[src/rtl/i2cee_pkg.sv]
package i2cee_pkg;

  localparam int unsigned PHASE_W = 4;

  localparam logic [PHASE_W-1:0] LEN_WRITE = PHASE_W'(8);
  localparam logic [PHASE_W-1:0] LEN_READ  = PHASE_W'(11);

  typedef enum logic [1:0] {
    OP_TICK  = 2'd0,
    OP_WRITE = 2'd1,
    OP_READ  = 2'd2,
    OP_SPARE = 2'd3
  } opcode_t;

  typedef enum logic [3:0] {
    SEG_START = 4'd0,
    SEG_DEVW  = 4'd1,
    SEG_ADDR  = 4'd2,
    SEG_DATA  = 4'd3,
    SEG_DEVR  = 4'd4,
    SEG_ACK   = 4'd5,
    SEG_READ  = 4'd6,
    SEG_NACK  = 4'd7,
    SEG_STOP  = 4'd8
  } seg_t;

  // Bus lines and status for one word
  typedef struct packed {
    logic [7:0] rx_data;
    logic       ack_error;
    logic       done_res;
    logic       busy_res;
    logic       sda_pull_low;
    logic       scl;
  } res_t;

  // Segment sequence of each transaction
  function automatic seg_t seg_kind(input logic rd, input logic [PHASE_W-1:0] idx);
    seg_t k;
    k = SEG_STOP;
    if (!rd) begin
      case (idx)
        4'd0:    k = SEG_START;
        4'd1:    k = SEG_DEVW;
        4'd2:    k = SEG_ACK;
        4'd3:    k = SEG_ADDR;
        4'd4:    k = SEG_ACK;
        4'd5:    k = SEG_DATA;
        4'd6:    k = SEG_ACK;
        default: k = SEG_STOP;
      endcase
    end else begin
      case (idx)
        4'd0:    k = SEG_START;
        4'd1:    k = SEG_DEVW;
        4'd2:    k = SEG_ACK;
        4'd3:    k = SEG_ADDR;
        4'd4:    k = SEG_ACK;
        4'd5:    k = SEG_START;
        4'd6:    k = SEG_DEVR;
        4'd7:    k = SEG_ACK;
        4'd8:    k = SEG_READ;
        4'd9:    k = SEG_NACK;
        default: k = SEG_STOP;
      endcase
    end
    return k;
  endfunction

endpackage

[src/rtl/i2cee_seq.sv]
module i2cee_seq
  import i2cee_pkg::*;
(
  input  logic       clk,
  input  logic       rst,
  input  logic       step,
  input  logic [1:0] opcode,
  input  logic [7:0] word_address,
  input  logic [7:0] write_data,
  input  logic       sda_in,
  input  logic [6:0] slave_addr,
  output res_t       res
);

  logic [PHASE_W-1:0] phase, phase_next;
  logic [2:0]         bit_count, bit_count_next;
  logic [1:0]         half_step, half_step_next;
  logic [7:0]         shift_byte, shift_byte_next;
  logic               is_read, is_read_next;
  logic [7:0]         latched_address, latched_address_next;
  logic [7:0]         latched_data, latched_data_next;
  logic [7:0]         received_byte, received_byte_next;
  logic               ack_fail, ack_fail_next;

  seg_t               kind;
  logic [PHASE_W-1:0] len;
  logic [7:0]         src_byte;
  logic [7:0]         sb_cur;
  logic [2:0]         bc_inc;
  logic               scl, pull, done;

  always_comb begin
    kind     = seg_kind(is_read, phase - PHASE_W'(1));
    len      = is_read ? LEN_READ : LEN_WRITE;
    bc_inc   = bit_count + 3'd1;
    src_byte = latched_data;
    unique case (kind)
      SEG_DEVW: src_byte = {slave_addr, 1'b0};
      SEG_DEVR: src_byte = {slave_addr, 1'b1};
      SEG_ADDR: src_byte = latched_address;
      default:  src_byte = latched_data;
    endcase
    sb_cur = (half_step == 2'd0 && bit_count == 3'd0) ? src_byte : shift_byte;

    phase_next           = phase;
    bit_count_next       = bit_count;
    half_step_next       = half_step;
    shift_byte_next      = shift_byte;
    is_read_next         = is_read;
    latched_address_next = latched_address;
    latched_data_next    = latched_data;
    received_byte_next   = received_byte;
    ack_fail_next        = ack_fail;
    scl  = 1'b1;
    pull = 1'b0;
    done = 1'b0;

    if (phase == '0) begin
      if (opcode == OP_WRITE || opcode == OP_READ) begin
        is_read_next         = (opcode == OP_READ);
        latched_address_next = word_address;
        latched_data_next    = write_data;
        ack_fail_next        = 1'b0;
        if (opcode == OP_READ) received_byte_next = '0;
        phase_next     = PHASE_W'(1);
        half_step_next = '0;
        bit_count_next = '0;
      end
    end else if (phase > len) begin
      phase_next = '0;
    end else begin
      unique case (kind)
        SEG_START: begin
          scl  = (half_step == 2'd1 || half_step == 2'd2);
          pull = half_step[1];
          if (half_step == 2'd3) begin
            phase_next     = phase + PHASE_W'(1);
            half_step_next = '0;
            bit_count_next = '0;
          end else begin
            half_step_next = half_step + 2'd1;
          end
        end
        SEG_DEVW, SEG_ADDR, SEG_DATA, SEG_DEVR: begin
          pull = ~sb_cur[7];
          if (half_step == 2'd0) begin
            scl             = 1'b0;
            half_step_next  = 2'd1;
            shift_byte_next = sb_cur;
          end else begin
            shift_byte_next = {sb_cur[6:0], 1'b0};
            bit_count_next  = bc_inc;
            half_step_next  = '0;
            if (bc_inc == 3'd0) phase_next = phase + PHASE_W'(1);
          end
        end
        SEG_ACK, SEG_READ, SEG_NACK: begin
          if (half_step == 2'd0) begin
            scl            = 1'b0;
            half_step_next = 2'd1;
          end else if (kind == SEG_READ) begin
            received_byte_next = {received_byte[6:0], sda_in};
            bit_count_next     = bc_inc;
            half_step_next     = '0;
            if (bc_inc == 3'd0) phase_next = phase + PHASE_W'(1);
          end else begin
            if (kind == SEG_ACK && sda_in) ack_fail_next = 1'b1;
            phase_next     = phase + PHASE_W'(1);
            half_step_next = '0;
            bit_count_next = '0;
          end
        end
        default: begin
          scl  = (half_step != 2'd0);
          pull = ~half_step[1];
          if (half_step[1]) begin
            done           = 1'b1;
            phase_next     = '0;
            half_step_next = '0;
            bit_count_next = '0;
          end else begin
            half_step_next = half_step + 2'd1;
          end
        end
      endcase
    end

    res.scl          = scl;
    res.sda_pull_low = pull;
    res.busy_res     = (phase_next != '0);
    res.done_res     = done;
    res.ack_error    = ack_fail_next;
    res.rx_data      = received_byte_next;
  end

  always_ff @(posedge clk) begin
    if (rst) begin
      phase           <= '0;
      bit_count       <= '0;
      half_step       <= '0;
      shift_byte      <= '0;
      is_read         <= 1'b0;
      latched_address <= '0;
      latched_data    <= '0;
      received_byte   <= '0;
      ack_fail        <= 1'b0;
    end else if (step) begin
      phase           <= phase_next;
      bit_count       <= bit_count_next;
      half_step       <= half_step_next;
      shift_byte      <= shift_byte_next;
      is_read         <= is_read_next;
      latched_address <= latched_address_next;
      latched_data    <= latched_data_next;
      received_byte   <= received_byte_next;
      ack_fail        <= ack_fail_next;
    end
  end

endmodule

[src/rtl/i2c_master_eeprom_access.sv]
// Each accepted input word's result word is registered and offered the cycle after.
// Throughput: one word per cycle; the result register frees itself in the
// cycle it is taken, so input is held off only while a result waits.
// Reset (synchronous, rst high): sequencer idle, sequencer state cleared,
// device address back to 0x50, no result pending.
module i2c_master_eeprom_access
  import i2cee_pkg::*;
(
  input  logic        clk,
  input  logic        rst,
  input  logic        s_tvalid,
  output logic        s_tready,
  input  logic [23:0] s_tdata,   // word_address, write_data, sda_in, zero pad
  input  logic [1:0]  s_tuser,   // opcode
  output logic        m_tvalid,
  input  logic        m_tready,
  output logic [15:0] m_tdata,   // scl, sda_pull_low, busy_res, done_res,
                                 // ack_error, rx_data, zero pad
  input  logic        cfg_valid,
  output logic        cfg_ready,
  input  logic [6:0]  cfg_data   // slave_addr
);

  logic [6:0] slave_addr;
  logic       step;
  res_t       res;

  assign s_tready  = ~m_tvalid | m_tready;
  assign cfg_ready = 1'b1;
  assign step      = s_tvalid & s_tready;

  i2cee_seq u_seq (
    .clk          (clk),
    .rst          (rst),
    .step         (step),
    .opcode       (s_tuser),
    .word_address (s_tdata[7:0]),
    .write_data   (s_tdata[15:8]),
    .sda_in       (s_tdata[16]),
    .slave_addr   (slave_addr),
    .res          (res)
  );

  always_ff @(posedge clk) begin
    if (rst) begin
      slave_addr <= 7'd80;
      m_tvalid   <= 1'b0;
    end else begin
      if (cfg_valid && cfg_ready) slave_addr <= cfg_data;
      if (step) begin
        m_tvalid <= 1'b1;
      end else if (m_tready) begin
        m_tvalid <= 1'b0;
      end
    end
  end

  always_ff @(posedge clk) begin
    if (step) m_tdata <= {3'b000, res};
  end

endmodule

[config.mk]
export PLATFORM = sky130hd
export DESIGN_NAME = i2c_master_eeprom_access
export DESIGN_NICKNAME = d
export VERILOG_FILES = /design/src/rtl/i2cee_pkg.sv /design/src/rtl/i2cee_seq.sv /design/src/rtl/i2c_master_eeprom_access.sv
export SDC_FILE = /design/constraint.sdc
export NUM_CORES = 1
export LEC_CHECK = 0
export ABC_AREA = 0
export ABC_CLOCK_PERIOD_IN_PS = 8200
export BUFFER_PORTS_ARGS = -buffer_cell sky130_fd_sc_hd__buf_4
export CORE_MARGIN = 3
export CORE_UTILIZATION = 60
export CTS_CLUSTER_SIZE = 16
export DETAILED_ROUTE_END_ITERATION = 6
export GPL_TIMING_DRIVEN = 0
export PLACE_DENSITY = 0.92
export SYNTH_ARGS = -nofsm -noshare
export SYNTH_HDL_FRONTEND = slang
export SYNTH_SLANG_ARGS = --single-unit
[constraint.sdc]
create_clock -name clk -period 8.2 [get_ports clk]
set_clock_uncertainty 0.1 [all_clocks]
set_input_delay 1.64 -clock clk [delete_from_list [all_inputs] [get_ports clk]]
set_output_delay 1.64 -clock clk [all_outputs]
set_load 0.01 [all_outputs]
==> metrics, run 1 <==
Crit Path Category reg2reg; Core Box Area 5990 µm²; startpoint types flip-flop; Worst Path Required 8.19 ns; htree depth 3; Die Ht 85.0 µm; layout cells sized above 1 0.178; fin. max-slew vios 0; CTS Hold Buffers Added 0; root buf cell clkbuf_8; clock buffer count from CTS 9; Reg clk slew, reported paths 0.08 ns; routed vias 3699; CTS tree built; per-cell routed wire length 18.0 µm; YS warnings 0; RSZ-0062 raised after global routing false; pin count of the biggest net entering global routing 18; die width 85.0 µm; maximum VDD drop 0.000135 V; crit path DAT 4.73 ns; Cell Area, Synth 3740 µm²; Gate Count Post-Synth 443; FF+latch count, synth 64; post-route antenna net violation count 0; fin crit share 0.579; CP max stage delay 0.64 ns; Max-Cap Viols 0; gr usage total 0.293; Residual DRC 0; initial core utilization 0.624; vias per std cell 6.38; Post-synth EDFFs 13; fin nets 553; post-route minimum period 4.74 ns; Clock power frac 0.356; Synth async-reset ratio 0; Initial DRT Pass Iterations 5; Post-Route Setup TNS 0 ns; Routed WL 10400 µm; syn avg cell area 8.44 µm²; deepest clock path buffer count 2; crit path max fanout 10; Sink Count 64; Synth Flop Type dfxtp_1; clock network latency to the later pin of the worst-skew pair 0.35 ns; antenna violations before repair 0; gpl congestion 1.03; Worst-Margin Slew 0.829 ns; grt ovf 0; Logic pwr share 0.242; crit-path most repeated cell mux2i_1; PortBufs 44; Peak Freq 0.211 GHz; final hold vios 0; top cells by area, synth dfxtp_1 27%, edfxtp_1 10%, nand2_1 8.0%; CP cell instances buf_2 -> inv_1 -> ha_1 -> clkbuf_8 -> xor2_1 -> mux2i_1 -> o21ai_2 -> a21oi_2 -> mux2i_1 -> a21oi_1 -> nor4_1 -> o22ai_1 -> or3_1; post-cts sizing count 0; Pleak 1.74 nW; Slew headroom 0.442; CP max-delay cell mux2i_1; Syn-to-layout area delta 17.7%; setup bufs post-CTS 0; vias in the first global route 3420; sw power 0.279 mW; Diodes inserted 0; PwrDens 199 nW/µm²; post-synth cell types 76; Int Pwr 0.595 mW; worst hold-check path type reg2reg; sequential share of power 0.401; Synth area leader dfxtp_1; die area 7220 µm²; Layout Utilization 0.735; sequential fraction of the synthesis area 0.377; # IOs 57; global-route wire length before repair 16900 µm; post-synth top area share 0.273; sw frac 0.320; status complete, no violations; DP HPWL 7590 µm; Cell Rows 28; kind of end point of the critical path flip-flop; Iteration-0 DRC Markers 344; # setup viols final 0
[metal layers]
| metal | GRT usage | up-vias | share of wire |
|---|---|---|---|
| met5 | 0 | - | 0 |
| met4 | 0.0878 | 0 | 0.020 |
| met3 | 0.0631 | 25 | 0.088 |
| met2 | 0.469 | 213 | 0.48 |
| met1 | 0.399 | 1735 | 0.41 |
| li1 | - | 1726 | - |
[per-stage QoR]
step | hold WS, ns | setup WS [ns] | instance area [µm²] | std cells | total power [mW]
floorplan | 0.332 | 4.63 | 3750 | 445 | 0.498
global placement | 0.346 | 3.63 | 4170 | 564 | 0.559
detailed placement | 0.350 | 3.74 | 4170 | 564 | 0.562
CTS | 0.361 | 3.71 | 4400 | 580 | 0.870
global route | 0.388 | 3.26 | 4400 | 580 | 0.911
finish | 0.363 | 3.46 | 4400 | 580 | 0.875
[cells in the final DEF, fill, tap and decap left out, types with 4 or more instances in the layout]
cell / n
nor2b_1: 4
clkbuf_8: 11
edfxtp_1: 13
inv_1: 16
buf_4: 50
buf_2: 4
a22oi_1: 7
dfxtp_1: 51
a31oi_1: 10
o221ai_1: 7
a22o_1: 9
nor3_1: 10
conb_1: 4
a21oi_1: 40
and2_1: 5
nand3_1: 6
o21a_1: 6
nand2_1: 80
ha_1: 15
o21ai_0: 18
a211oi_1: 4
mux2i_1: 13
nor2_1: 27
clkbuf_1: 13
[Yosys cell counts, drive strengths merged (4+ instances only)]
cell	number
a31oi	10
o221ai	7
nand3	6
a22oi	8
nor2	27
and2	7
a21oi	41
a22o	10
dfxtp	51
ha	15
a211oi	4
nor2b	4
inv	16
edfxtp	13
o21ai	22
nor3	10
buf	14
mux2i	13
o21a	6
nand2	80
and3	4
clkbuf	15
nor4	5
[state kept, by name (all words and copies together) (netlist names)]
name	count
m_tdata	13
m_tvalid	1
slave_addr	7
u_seq.ack_fail	1
u_seq.bit_count	3
u_seq.half_step	2
u_seq.is_read	1
u_seq.latched_address	8
u_seq.latched_data	8
u_seq.phase	4
u_seq.received_byte	8
u_seq.shift_byte	8
[cell type report]
| class | count | area [µm²] |
|---|---|---|
| clock inverter | 7 | 105 |
| inverter | 16 | 60.1 |
| fill | 459 | 1590 |
| tap | 75 | 93.8 |
| sequential | 64 | 1410 |
| multi-input combinational | 336 | 2100 |
| timing repair buffer | 44 | 330 |
| clock buffer | 9 | 124 |
| buffer | 29 | 179 |
[cell families (layout without fill, tap and decap cells)]
family / count (synthesis) / in the layout / synth area share
AO/OA/AOI/OAI: 141 / 141 / 0.259
buffers and inverters: 45 / 105 / 0.0639
AND/OR/NAND/NOR: 158 / 158 / 0.200
multiplexers: 14 / 14 / 0.0378
other: 2 / 4 / 0.00201
adder cells (fa/ha/maj): 16 / 16 / 0.0528
XOR/XNOR: 3 / 3 / 0.00702
flip-flops: 64 / 64 / 0.377
[path summary, 6_finish.rpt]
kind | end | slack [ns] | startpoint | cells after the start
setup / recovery | m_tdata[2] | 3.46 | u_seq.phase[0] | 13
hold / removal | u_seq.latched_address[3] | 0.36 | u_seq.latched_address[3] | 2
setup reg to reg | m_tdata[2] | 3.46 | u_seq.phase[0] | 13
hold reg to reg | u_seq.latched_address[3] | 0.36 | u_seq.latched_address[3] | 2
[power by group through the flow]
stage | sequential [mW] | clock, mW | combinational, mW
after floorplan | 0.356 | 0 | 0.142
after global placement | 0.356 | 0 | 0.203
after detailed placement | 0.357 | 0 | 0.205
after CTS | 0.351 | 0.313 | 0.207
after global routing | 0.352 | 0.330 | 0.229
final | 0.351 | 0.312 | 0.212
[critical path: cells and delay by family (launching register included)]
family          cells  cell delay (ns)
buf+inv             3             0.69
fa+ha+maj           1             0.28
flops               1             0.46
simple gates        2             0.80
mux                 2             0.98
xor+xnor            1             0.26
compound gates      4             0.92
(Power assumes the default switching activity.)
==> run 2: changes to the inputs <==
--- a/config.mk
+++ b/config.mk
@@ -5,15 +5,15 @@
 export SDC_FILE = /design/constraint.sdc
 export NUM_CORES = 1
 export LEC_CHECK = 0
-export ABC_AREA = 0
-export ABC_CLOCK_PERIOD_IN_PS = 8200
+export ABC_AREA = 1
+export ABC_CLOCK_PERIOD_IN_PS = 4100
 export BUFFER_PORTS_ARGS = -buffer_cell sky130_fd_sc_hd__buf_4
 export CORE_MARGIN = 3
-export CORE_UTILIZATION = 60
+export CORE_UTILIZATION = 52
 export CTS_CLUSTER_SIZE = 16
 export DETAILED_ROUTE_END_ITERATION = 6
 export GPL_TIMING_DRIVEN = 0
-export PLACE_DENSITY = 0.92
+export PLACE_DENSITY = 0.84
 export SYNTH_ARGS = -nofsm -noshare
 export SYNTH_HDL_FRONTEND = slang
 export SYNTH_SLANG_ARGS = --single-unit
==> constraint.sdc (replaced) <==
create_clock -name clk -period 4.1 [get_ports clk]
set_clock_uncertainty 0.1 [all_clocks]
set_input_delay 0.82 -clock clk [delete_from_list [all_inputs] [get_ports clk]]
set_output_delay 0.82 -clock clk [all_outputs]
set_load 0.01 [all_outputs]
==> run 2 against run 1 <==
  * Clock power rose by 81%
  * Register-to-register slack lost 2.5 ns
  * Largest power group unchanged
  * Sequential power increased by 110%
  * First-iteration DRC count shrank 15%
  * Global-route usage down 6.1 points
  * Synthesized cell count up 29%
  * Sequential cell count stayed put
  * Power grew 120%
  * Area after synthesis rose by 9.7%
==> metrics, run 2 <==
FF+latch count, synth 64 (unchanged); RSZ-0062 raised after global routing false (unchanged); post-route minimum period 3.12 ns (was 4.74 ns); CTS tree built (unchanged); Largest Register m_tdata (unchanged); clock network latency to the later pin of the worst-skew pair 0.35 ns (about the same); post-synth cell types 40 (was 76); YS warnings 0 (unchanged); commonest cells after routing, fill and taps aside 101 x nand2_1, 71 x nor2_1, 64 x nand3_1 (was 80 x nand2_1, 51 x dfxtp_1, 50 x buf_4); post-synth top area share 0.249 (was 0.273); status complete, no violations (unchanged); syn avg cell area 7.16 µm² (was 8.44 µm²); Max-Cap Viols 0 (unchanged); Cell Count, Final, Fillers Out 734 (was 580); Post-Route Setup TNS 0 ns (unchanged); Synth Flop Type dfxtp_1 (unchanged); Reg clk slew, reported paths 0.07 ns (was 0.08 ns); Filler cells 670 (was 459); per-cell routed wire length 13.4 µm (was 18.0 µm); htree depth 3 (unchanged); Worst-Margin Slew 1.06 ns (was 0.829 ns); Reg area 1410 µm² (unchanged); most common cell after layout, fill and taps aside nand2_1 (unchanged); PwrDens 395 nW/µm² (was 199 nW/µm²); post-route antenna net violation count 0 (unchanged); fin. max-slew vios 0 (unchanged); Synth area leader dfxtp_1 (unchanged); Routed WL 9810 µm (was 10400 µm); post-cts sizing count 0 (unchanged); # IOs 57 (unchanged); Syn-to-layout area delta 16.5% (was 17.7%); Peak Freq 0.321 GHz (was 0.211 GHz); root buf cell clkbuf_8 (unchanged); global-route wire length before repair 16400 µm (was 16900 µm); Residual DRC 0 (unchanged); fin crit share 0.760 (was 0.579); antenna violations before repair 0 (unchanged); clock buffer count from CTS 9 (unchanged); Iteration-0 DRC Markers 294 (was 344); Die Ht 94.9 µm (was 85.0 µm); Diodes inserted 0 (unchanged); deepest clock path buffer count 2 (unchanged); Core Box Area 7450 µm² (was 5990 µm²); Initial DRT Pass Iterations 7 (was 5); Crit Path Category reg2reg (unchanged); DP HPWL 7210 µm (was 7590 µm); layout cells sized above 1 0.211 (was 0.178); kind of end point of the critical path flip-flop (unchanged); vias in the first global route 3602 (was 3420); CTS Hold Buffers Added 0 (unchanged); routed vias 3919 (was 3699); Gate Count Post-Synth 573 (was 443); grt ovf 0 (unchanged); Cell Rows 31 (was 28); maximum VDD drop 0.000255 V (was 0.000135 V); die area 9000 µm² (was 7220 µm²); Post-synth EDFFs 13 (unchanged); die width 94.9 µm (was 85.0 µm); setup bufs post-CTS 0 (unchanged); PortBufs 44 (unchanged); synth cell count leaders 101 x nand2_1, 71 x nor2_1, 64 x nand3_1 (was 80 x nand2_1, 51 x dfxtp_1, 40 x a21oi_1); worst hold-check path type reg2reg (unchanged); Slew headroom 0.286 (was 0.442); multi-input gate area in the final layout 2320 µm² (was 2100 µm²); Sink Count 64 (unchanged); vias per std cell 5.34 (was 6.38); top cells by area, synth dfxtp_1 25%, edfxtp_1 9.5%, nand2_1 9.2% (was dfxtp_1 27%, edfxtp_1 10%, nand2_1 8.0%); crit path max fanout 10 (unchanged); max reg flops 13 (unchanged); Cell Area, Synth 4110 µm² (was 3740 µm²); Pleak 2.34 nW (was 1.74 nW); # setup viols final 0 (unchanged); startpoint types flip-flop (unchanged); fin nets 683 (was 553); cell count after placement 718 (was 564); sequential fraction of the synthesis area 0.344 (was 0.377); pin count of the biggest net entering global routing 21 (was 18); Synth async-reset ratio 0 (unchanged); initial core utilization 0.551 (was 0.624); gpl congestion 0.857 (was 1.03); final hold vios 0 (unchanged); most frequent cell after synthesis nand2_1 (unchanged); crit path DAT 3.12 ns (was 4.73 ns); Worst Path Required 4.10 ns (was 8.19 ns); gr usage total 0.232 (was 0.293)
[run 2: changes by cell type after synthesis, sizes merged, moves of 13 or more]
cell	change
mux2i	-13
nor2	+55
inv	+55
o21ai	+32
nand2	+41
nand3	+65
[run 2: area by class of cell]
class                      instances  area share
timing repair buffer              44      0.0691
clock buffer                      15      0.0437
inverter                          72      0.0576
clock inverter                     1     0.00105
tap                               99      0.0259
sequential                        64       0.295
buffer                            19      0.0215
multi-input combinational        420       0.486
[run 2: path summary, 6_finish.rpt]
check / from / end / slack [ns] / depth (start not counted)
worst min-delay path: u_seq.shift_byte[0] / u_seq.shift_byte[0] / 0.38 / 2
worst min register to register: u_seq.shift_byte[0] / u_seq.shift_byte[0] / 0.38 / 2
worst max register to register: u_seq.phase[1] / m_tdata[1] / 0.98 / 18
worst max-delay path: u_seq.phase[1] / m_tdata[1] / 0.98 / 18
[run 2: logic make-up after synthesis]
logic type	count (synthesis)	share of synthesized area
adder cells (fa/ha/maj)	15	0.0457
XOR/XNOR	3	0.00640
AO/OA/AOI/OAI	104	0.138
AND/OR/NAND/NOR	294	0.372
flip-flops	64	0.344
buffers and inverters	91	0.0920
other	2	0.00183
[run 2: stage by stage]
| stage | setup slack, ns | util | hold slack, ns | total power, mW | area, µm² |
|---|---|---|---|---|---|
| 6_report | 0.984 | 0.642 | 0.377 | 1.89 | 4780 |
| 4_1_cts | 1.03 | 0.642 | 0.378 | 1.89 | 4780 |
| 5_1_grt | 0.677 | 0.642 | 0.397 | 2.00 | 4780 |
| 2_1_floorplan | 1.51 | - | 0.329 | 1.17 | 4110 |
| 3_5_place_dp | 1.07 | 0.613 | 0.360 | 1.33 | 4570 |
| 3_3_place_gp | 1.08 | 0.613 | 0.347 | 1.31 | 4570 |
[run 2: where the power goes]
group          switching (mW)  total [mW]  internal, mW
Combinational           0.390       0.598         0.208
Clock                   0.238       0.564         0.326
Sequential             0.0302       0.728         0.698
[run 2: routing by layer]
| layer | vias to the layer above | share of wire | track usage |
|---|---|---|---|
| met1 | 1742 | 0.42 | 0.288 |
| met4 | 0 | 0.026 | 0.111 |
| li1 | 1980 | - | - |
| met2 | 172 | 0.48 | 0.386 |
| met3 | 25 | 0.080 | 0.0446 |
| met5 | - | 0 | 0 |
[run 2: critical path, cell delays in order, from the launching register on]
cell     delay [ns]
dfxtp_1        0.60
inv_2          0.17
ha_1           0.25
inv_2          0.05
nand2_1        0.08
nand3_1        0.14
nor2_1         0.05
nand2_1        0.07
nand2_2        0.09
nor2_8         0.14
nand3_1        0.20
o21ai_2        0.38
nand2_1        0.10
nand3_1        0.13
nand2_1        0.07
nand2_1        0.07
nand3_1        0.07
nand2_1        0.06
inv_1          0.04
